==> src/sv/fwll_pkg.sv <==
`timescale 1ns / 1ps

package fwll_pkg;

    localparam int TIME_W    = 32;
    localparam int CFG_W     = 16;
    localparam int ATT_W     = 7;
    localparam int REM_W     = 16;
    localparam int OP_W      = 2;
    localparam int CFG_IDX_W = 2;

    localparam logic [OP_W-1:0] OP_CHECK = 2'd0;
    localparam logic [OP_W-1:0] OP_FAIL  = 2'd1;
    localparam logic [OP_W-1:0] OP_CLEAR = 2'd2;

    localparam logic [CFG_IDX_W-1:0] CFG_WINDOW  = 2'd0;
    localparam logic [CFG_IDX_W-1:0] CFG_MAX_ATT = 2'd1;
    localparam logic [CFG_IDX_W-1:0] CFG_LOCKOUT = 2'd2;

    localparam logic [CFG_W-1:0] WINDOW_RST  = 16'd300;
    localparam logic [ATT_W-1:0] MAX_ATT_RST = 7'd5;
    localparam logic [CFG_W-1:0] LOCKOUT_RST = 16'd300;

    typedef struct packed {
        logic [OP_W-1:0]   opcode;
        logic [TIME_W-1:0] now_seconds;
    } in_item_t;

    typedef struct packed {
        logic             locked;
        logic [REM_W-1:0] remaining;
    } out_item_t;

    typedef enum logic [1:0] {
        ST_IDLE,
        ST_SCAN,
        ST_UPDATE,
        ST_REPORT
    } state_t;

endpackage

==> src/sv/fwll_ring.sv <==
`timescale 1ns / 1ps

module fwll_ring import fwll_pkg::*; #(
    parameter int DEPTH = 32,
    parameter int AW    = 5
) (
    input  logic              aclk,
    input  logic              wr_en,
    input  logic [AW-1:0]     wr_addr,
    input  logic [TIME_W-1:0] wr_data,
    input  logic              rd_en,
    input  logic [AW-1:0]     rd_addr,
    output logic [TIME_W-1:0] rd_data
);

    logic [TIME_W-1:0] mem [DEPTH];
    logic [TIME_W-1:0] rd_data_reg;

    always_ff @(posedge aclk) begin
        if (wr_en) begin
            mem[wr_addr] <= wr_data;
        end
    end

    always_ff @(posedge aclk) begin
        if (rd_en) begin
            rd_data_reg <= mem[rd_addr];
        end
    end

    assign rd_data = rd_data_reg;

endmodule

==> src/sv/failure_window_lockout_limiter.sv <==
`timescale 1ns / 1ps

// Failure-window lockout limiter. Each input beat carries an opcode (check,
// record failure, reset) and the current time in seconds; each one gives
// exactly one result beat with the lockout flag and the seconds left. A
// record failure reads the stored timestamps from the ring memory one per
// cycle, then stores the new time, may set the lockout and reports; check,
// reset and unknown opcodes go straight to the report. A new beat is taken
// once the previous one has been placed in the output register. The ring
// needs no clearing pass: a fill count marks which entries are live.
// Configuration writes are taken at any time but should only be issued
// while the block is idle.
module failure_window_lockout_limiter import fwll_pkg::*; #(
    parameter int RING_DEPTH = 32
) (
    input  logic                 aclk,
    input  logic                 aresetn,
    input  logic                 s_valid,
    output logic                 s_ready,
    input  in_item_t             s_data,
    output logic                 m_valid,
    input  logic                 m_ready,
    output out_item_t            m_data,
    input  logic                 cfg_wr_en,
    input  logic [CFG_IDX_W-1:0] cfg_index,
    input  logic [CFG_W-1:0]     cfg_wr_data
);

    localparam int AW   = (RING_DEPTH > 1) ? $clog2(RING_DEPTH) : 1;
    localparam int CW   = $clog2(RING_DEPTH + 1);
    localparam int RW   = $clog2(RING_DEPTH + 2);
    localparam int CMPW = (RW > ATT_W) ? RW : ATT_W;
    localparam logic [AW-1:0] LAST_SLOT = AW'(RING_DEPTH - 1);
    localparam logic [CW-1:0] FULL_CNT  = CW'(RING_DEPTH);

    state_t            state_reg, state_next;
    logic [TIME_W-1:0] now_reg, now_next;
    logic [CW-1:0]     count_reg, count_next;
    logic [AW-1:0]     slot_reg, slot_next;
    logic [TIME_W-1:0] lock_end_reg, lock_end_next;
    logic [CW-1:0]     scan_idx_reg, scan_idx_next;
    logic              rd_valid_reg, rd_valid_next;
    logic [RW-1:0]     recent_reg, recent_next;
    logic              out_valid_reg, out_valid_next;
    out_item_t         out_data_reg, out_data_next;

    logic [CFG_W-1:0]  window_reg;
    logic [ATT_W-1:0]  max_att_reg;
    logic [CFG_W-1:0]  lockout_reg;

    logic              mem_we;
    logic              mem_re;
    logic [TIME_W-1:0] mem_rdata;
    logic              hit;
    logic [RW-1:0]     total;
    logic [TIME_W:0]   end_sum;
    logic [TIME_W-1:0] left;

    fwll_ring #(
        .DEPTH (RING_DEPTH),
        .AW    (AW)
    ) u_ring (
        .aclk    (aclk),
        .wr_en   (mem_we),
        .wr_addr (slot_reg),
        .wr_data (now_reg),
        .rd_en   (mem_re),
        .rd_addr (scan_idx_reg[AW-1:0]),
        .rd_data (mem_rdata)
    );

    // recent if stored time is ahead of now or within the window
    assign hit = (mem_rdata > now_reg) ||
                 ((now_reg - mem_rdata) <= {{(TIME_W-CFG_W){1'b0}}, window_reg});
    assign total   = recent_reg + RW'(1);
    assign end_sum = {1'b0, now_reg} + {{(TIME_W-CFG_W+1){1'b0}}, lockout_reg};
    assign left    = lock_end_reg - now_reg;

    assign s_ready = (state_reg == ST_IDLE);
    assign m_valid = out_valid_reg;
    assign m_data  = out_data_reg;

    always_comb begin
        state_next     = state_reg;
        now_next       = now_reg;
        count_next     = count_reg;
        slot_next      = slot_reg;
        lock_end_next  = lock_end_reg;
        scan_idx_next  = scan_idx_reg;
        rd_valid_next  = 1'b0;
        recent_next    = recent_reg;
        out_valid_next = out_valid_reg;
        out_data_next  = out_data_reg;
        mem_we         = 1'b0;
        mem_re         = 1'b0;

        if (m_ready) begin
            out_valid_next = 1'b0;
        end

        unique case (state_reg)
            ST_IDLE: begin
                if (s_valid) begin
                    now_next      = s_data.now_seconds;
                    scan_idx_next = '0;
                    recent_next   = '0;
                    state_next    = ST_REPORT;
                    priority if (s_data.opcode == OP_FAIL) begin
                        state_next = ST_SCAN;
                    end else if (s_data.opcode == OP_CLEAR ||
                                 (s_data.opcode == OP_CHECK && lock_end_reg != '0 &&
                                  lock_end_reg <= s_data.now_seconds)) begin
                        count_next    = '0;
                        slot_next     = '0;
                        lock_end_next = '0;
                    end else begin
                    end
                end
            end
            ST_SCAN: begin
                if (rd_valid_reg && hit) begin
                    recent_next = recent_reg + RW'(1);
                end
                if (scan_idx_reg != count_reg) begin
                    mem_re        = 1'b1;
                    rd_valid_next = 1'b1;
                    scan_idx_next = scan_idx_reg + CW'(1);
                end else if (!rd_valid_reg) begin
                    state_next = ST_UPDATE;
                end
            end
            ST_UPDATE: begin
                mem_we    = 1'b1;
                slot_next = (slot_reg == LAST_SLOT) ? '0 : slot_reg + AW'(1);
                if (count_reg != FULL_CNT) begin
                    count_next = count_reg + CW'(1);
                end
                if (CMPW'(total) >= CMPW'(max_att_reg)) begin
                    lock_end_next = end_sum[TIME_W] ? '1 : end_sum[TIME_W-1:0];
                end
                state_next = ST_REPORT;
            end
            ST_REPORT: begin
                if (!out_valid_reg || m_ready) begin
                    out_valid_next = 1'b1;
                    if (lock_end_reg > now_reg) begin
                        out_data_next.locked    = 1'b1;
                        out_data_next.remaining = (left[TIME_W-1:REM_W] != '0) ?
                                                  '1 : left[REM_W-1:0];
                    end else begin
                        out_data_next.locked    = 1'b0;
                        out_data_next.remaining = '0;
                    end
                    state_next = ST_IDLE;
                end
            end
        endcase
    end

    always_ff @(posedge aclk) begin
        if (!aresetn) begin
            state_reg     <= ST_IDLE;
            count_reg     <= '0;
            slot_reg      <= '0;
            lock_end_reg  <= '0;
            rd_valid_reg  <= 1'b0;
            out_valid_reg <= 1'b0;
        end else begin
            state_reg     <= state_next;
            count_reg     <= count_next;
            slot_reg      <= slot_next;
            lock_end_reg  <= lock_end_next;
            rd_valid_reg  <= rd_valid_next;
            out_valid_reg <= out_valid_next;
        end
    end

    always_ff @(posedge aclk) begin
        now_reg      <= now_next;
        scan_idx_reg <= scan_idx_next;
        recent_reg   <= recent_next;
        out_data_reg <= out_data_next;
    end

    always_ff @(posedge aclk) begin
        if (!aresetn) begin
            window_reg  <= WINDOW_RST;
            max_att_reg <= MAX_ATT_RST;
            lockout_reg <= LOCKOUT_RST;
        end else if (cfg_wr_en) begin
            unique case (cfg_index)
                CFG_WINDOW:  window_reg  <= cfg_wr_data;
                CFG_MAX_ATT: max_att_reg <= cfg_wr_data[ATT_W-1:0];
                CFG_LOCKOUT: lockout_reg <= cfg_wr_data;
                default: begin
                end
            endcase
        end
    end

endmodule

==> config.mk <==
export PLATFORM = sky130hd
export DESIGN_NAME = failure_window_lockout_limiter
export DESIGN_NICKNAME = d
export VERILOG_FILES = /design/src/sv/fwll_pkg.sv /design/src/sv/fwll_ring.sv /design/src/sv/failure_window_lockout_limiter.sv
export SDC_FILE = /design/constraint.sdc
export NUM_CORES = 2
export LEC_CHECK = 0
export ABC_AREA = 1
export BUFFER_PORTS_ARGS = -buffer_cell sky130_fd_sc_hd__buf_2
export CORE_MARGIN = 2
export CORE_UTILIZATION = 45
export CTS_CLUSTER_DIAMETER = 30
export DETAILED_ROUTE_END_ITERATION = 10
export GPL_ROUTABILITY_DRIVEN = 0
export GPL_TIMING_DRIVEN = 0
export SYNTH_ARGS = -nofsm -noshare
export SYNTH_HDL_FRONTEND = slang
export SYNTH_SLANG_ARGS = --single-unit
==> constraint.sdc <==
create_clock -name aclk -period 7.4 [get_ports aclk]
set_input_delay 1.48 -clock aclk [delete_from_list [all_inputs] [get_ports aclk]]
set_output_delay 1.48 -clock aclk [all_outputs]
set_load 0.02 [all_outputs]
# Word level (Yosys, flattened, before mapping)
# Memory sizes are Yosys's and may differ from the RTL's. A register that Yosys moved wholly into a read port is not among the register bits.
# Index checks and enable logic that the tools add are counted.
[word_totals]
mem_count = 1
out_inout_bits = 19
register_bits = 147
latchBits = 0
mem_bits_ro = 0
mem_bits_rw = 1024
in_bits = 57
wordCells = 109
[mem_list]
columns = ["name", "depth", "word_bits", "read_ports", "rd_clocked_by_memory_dff", "write_ports", "line_no", "text"]
rows = [
  ["u_ring.mem", 32, 32, 1, 1, 1, "fwll_ring.sv:16", "logic [TIME_W-1:0] mem [DEPTH];"],
]
[classes]
n_div = 0
n_reduce_logical = 25
n_addsub = 7
mul = 0
mux = 37
n_shift = 0
eq_ne = 20
n_lt_le_gt_ge = 5
bitwise_logic = 0
[ops]
columns = ["operator", "n"]
rows = [
  ["32-bit two-way mux", 5],
  ["32-bit greater-than comparator", 2],
  ["32-bit case mux with 2 select lines", 1],
  ["32-bit subtractor", 2],
  ["6-bit two-way mux", 7],
  ["6-bit case mux with 2 select lines", 3],
  ["32-bit by 16-bit adder with 33-bit output", 1],
  ["32-bit by 16-bit <= comparator with 1-bit output", 1],
  ["32-bit <= comparator", 1],
  ["32-bit nonzero test", 1],
  ["5-bit two-way mux", 4],
  ["6-bit by 1-bit adder with 6-bit output (second input constant)", 3],
  ["2-bit != test (second input constant)", 9],
  ["17-bit two-way mux", 1],
  ["16-bit two-way mux", 1],
  ["16-bit nonzero test", 1],
  ["2-bit two-way mux", 5],
  ["5-bit case mux with 2 select lines", 1],
  ["2-bit AND reduction", 5],
  ["5-bit AND reduction", 2],
  ["2-bit == test (second input constant)", 4],
  ["1-bit two-way mux", 8],
  ["2-bit case mux with 4 select lines", 1],
  ["4-bit AND reduction", 2],
  ["13 further kinds", 23],
]

# Depth between registers and ports, before layout
[depth]
ltp_word = 8
mapped_depth = 25
ltp_nobuf = 25

# By module
# Synthesis repeated with hierarchy kept, for this count alone.
[unflattened]
cells_unflattened = 5579
hier_area_um2 = 56171.4
[modules_own_cells]
columns = ["mod", "area_per_inst_um2", "n_inst", "seq_area_each_um2", "cells_each"]
rows = [
  ["fwll_ring", 42726.0, 1, 31710.4, 3536],
  ["failure_window_lockout_limiter", 13445.4, 1, 3553.4, 2043],
]

# Least setup slack after synthesis
# Ideal clock, no wire load.
[synth_timing]
path_type = "register to register"
from = "register now_reg[1]"
to = "register recent_reg[0], enable pin"
path_stages_with_launch = 24
required_time_ns = 7.037
slack_ns = 3.456
n_path_buf = 0
setup_time_ns = 0.363
arrival_time_ns = 3.581
cell_sequence = "edfxtp_1 inv_1 fa_1 inv_1 nand3_1 nand3_1 nand2_1 nand2_1 nand2_1 nand2_1 xor2_1 ha_1 nand2_1 nor3_1 nand3_1 nand2_1 nand3_1 nor2_1 nand3_1 nor2_1 nand2_1 nand2_1 nand2_1 a21oi_1"
[synth_via]
elab_chain_cells = 6
elab_cells_between_ends = 7
classes_between = "add/sub (1); order compare (2); eq/ne (1); reduce/logical (3)"
[synth_rtl]
columns = ["element", "line_no", "text"]
rows = [
  ["start: declaration", "failure_window_lockout_limiter.sv:37", "logic [TIME_W-1:0] now_reg, now_next;"],
  ["start signal: assignment", "failure_window_lockout_limiter.sv:179", "now_reg <= now_next;"],
  ["32-bit subtractor", "failure_window_lockout_limiter.sv:74", "((now_reg - mem_rdata) <= {{(TIME_W-CFG_W){1'b0}}, window_reg});"],
  ["32-bit by 16-bit <= comparator with 1-bit output", "failure_window_lockout_limiter.sv:74", ""],
  ["1-bit logical OR *", "failure_window_lockout_limiter.sv:73", "assign hit = (mem_rdata > now_reg) ||"],
  ["1-bit logical AND *", "failure_window_lockout_limiter.sv:121", "if (rd_valid_reg && hit) begin"],
  ["2-bit != test (no source line) *", "-", ""],
  ["3-bit AND reduction (no source line) *", "-", ""],
  ["end signal: assignment", "failure_window_lockout_limiter.sv:181", "recent_reg <= recent_next;"],
  ["end: declaration", "failure_window_lockout_limiter.sv:43", "logic [RW-1:0] recent_reg, recent_next;"],
]
# Mark *: on every way between the ends. The rest lies on a longest branch, timed or not.
# A chain may end at the register's enable or synchronous reset.

# Worst setup path in the final report
[layout_timing]
from = "register now_reg[9]"
to = "register recent_reg[5], enable pin"
# The elaborated chain is that of the path after synthesis.

==> results.cfg <==
[grt]
grt_pass1_wl_microns = 270000
antenna_found_initial = 5
grt_start_max_net_pins = 34
grt_pass1_vias = 40413
overflow = 0
grt_usage = 0.304

[layout]
drive_gt1_frac = 0.110
syn_to_final_growth_pct = 23.3
final_cell_mix = edfxtp_1 (1,117), nor2_1 (770), o21ai_0 (681)
largest_reg_flops = 1024
fillerInstances = 10011
final_common_cell = edfxtp_1
top_register = u_ring.mem
fin_nets = 5658

[cts]
cts.sinks = 1203
clock_path_buffers = 3
clk_pin_slew_worst_paths_ns = 0.05
worst_skew_pair.late_latency_ns = 0.85
cts_tree = built
postCtsResizedCells = 0
cts_max_level = 4
cts_buffers = 231
cts_setup_buffers = 0
cts_root_buf = clkbuf_16
hold_buffers = 0

[placed_design]
place_hpwl_microns = 133000
portBuffers = 75

[route]
drtPass1Iterations = 8
drtAntennaViolNets = 0
routedWlPerCell_microns = 26.0
vias = 42467
drtIter0Drc = 5592
wirelength_microns = 189000
vias_per_cell = 5.85
drc_errors = 0

[logic_synthesis]
syn_nets = 5269
synth.distinct_cells = 55
syn_area_sq_um = 54200
synth_largest_area_cell = edfxtp_1
seq_area_frac_synth = 0.651
synth_seq_cells = 1203
synthFlopType = edfxtp_1
syn_avg_cell_area_sq_um = 10.7
ys.warnings.count = 0
synth.area.top_cells = edfxtp_1 (62%), o21ai_0 (6.3%), nor2_1 (5.6%)
synth_edf_count = 1117
yosysTopAreaCellShare = 0.619
async_flop_share = 0
synth_cells = 5062

[timing]
tns_ns = 0
final.period_utilization = 0.665
fmaxAchievable_mhz = 203
fin_skew_ns = 0.0415
setup_viol = 0
hold_viol = 0
slew_headroom = 0.138
finalCriticalPeriod_ns = 4.92
rsz0062_at_grt = false
hold_slack_ns = 0.462
worst_pin_slew_ns = 1.29
slew_viol_final = 0

[critical_path]
crit_type = reg2reg
end_kind = flop
crit_path_start_kind = flop
worstPathRequired_ns = 7.85
crit_fanout = 14
cp.arrival_ns = 5.37

[floorplanning]
rows = 127
die_h_microns = 351
fp.dieArea_sq_um = 123000
ios = 76
design.core.area_sq_um = 120000
start_util = 0.453
die_w_microns = 351

[power_and_ir_drop]
p_per_area_nw_per_um2 = 451
p_leak_nw = 24.6
irDropWorstVdd_v = 0.000322

[run]
maxCapViolations = 0

[min_path]
hold_class = reg2reg

[run_status]
status = completed
==> per-stage QoR <==
stage	cells	setup slack (ns)	total power, mW	util	instance area (sq um)
floorplan	5062	3.46	14.4	-	54200
global placement	6749	1.26	18.7	0.473	56600
detailed placement	6829	2.60	19.1	0.491	58700
CTS	7259	2.57	29.8	0.558	66800
global route	7260	2.11	31.2	0.558	66800
finish	7264	2.48	30.1	0.559	66800
==> critical path, stage by stage (launching register included) <==
cell,delay [ns]
edfxtp_1,1.06
ha_1,0.45
nand2_1,0.14
inv_1,0.05
a21oi_1,0.23
o21ai_0,0.16
inv_1,0.08
nand2_1,0.11
xor2_1,0.18
ha_1,0.31
nand2_1,0.08
nor3_1,0.27
nand3_1,0.11
nand2_1,0.11
nand3_1,0.08
nor2_1,0.19
nand3_1,0.10
nor2_1,0.11
nand2_1,0.06
nand2_1,0.11
nand2_1,0.06
a21oi_1,0.47
==> path summary, 6_finish.rpt <==
check	depth (start not counted)	slack (ns)	endpoint	startpoint
worst max-delay path	21	2.48	recent_reg[5]	now_reg[9]
worst min-delay path	2	0.46	window_reg[10]	window_reg[10]
worst max register to register	21	2.48	recent_reg[5]	now_reg[9]
worst min register to register	2	0.46	window_reg[10]	window_reg[10]
==> report_power, final <==
group / switching (mW) / internal, mW
clock: 3.63 / 7.05
combinational: 7.99 / 2.89
sequential: 0.378 / 8.19
==> layout make-up <==
cell class	instances	area, sq um	share of cell area
antenna	4	10.0	0.000150
buffer	261	1030	0.0154
clock buffer	267	6030	0.0902
clock inverter	163	2040	0.0305
inverter	354	1330	0.0199
multi-input combinational	3244	16800	0.252
sequential	1203	35300	0.528
tap	1612	2020	0.0302
timing repair buffer	156	2310	0.0345
==> kinds of logic (layout without fill, tap and decap cells) <==
group | after synthesis | in the layout | share of synthesized area
and+or+nand+nor | 1750 | 1750 | 0.131
AOI/OAI and AO/OA | 1286 | 1286 | 0.130
DFF | 1203 | 1203 | 0.651
buffers and inverters | 615 | 1201 | 0.0435
adders and majority gates | 150 | 150 | 0.0351
xor gates and xnor gates | 58 | 58 | 0.00937
other | 0 | 4 | 0
==> synth_stat cells, types with 2 or more instances <==
cell	instances
o21ai_2	5
nor3_1	25
a21oi_2	5
ha_1	147
o211ai_1	6
buf_1	22
nor2_1	802
nand3_2	3
clkbuf_1	221
dfxtp_1	86
nand4_1	68
fa_1	3
buf_2	14
a32o_1	3
a31oi_1	3
a21o_1	13
o21ai_1	2
buf_6	2
inv_2	3
xnor2_1	24
edfxtp_1	1117
xor2_1	34
nand3_1	140
inv_1	349
o21ai_0	681
o31ai_1	12
a21boi_0	5
nand2_1	672
nor4_1	17
nor2_4	2
nand3b_1	2
o21a_1	5
clkinv_1	2
o22ai_1	304
a21oi_4	2
a21oi_1	224
nor2_2	3
nand2_2	7
o21bai_1	11
==> per-layer routing <==
metal / up-vias / global-route usage / wire [microns]
met3: 524 / 0.0673 / 19400
met4: 2 / 0.164 / 10700
met5: - / 0 / 13
li1: 18936 / - / -
met2: 2479 / 0.472 / 85300
met1: 20526 / 0.397 / 73400
Power figures use the tool's default switching activity.
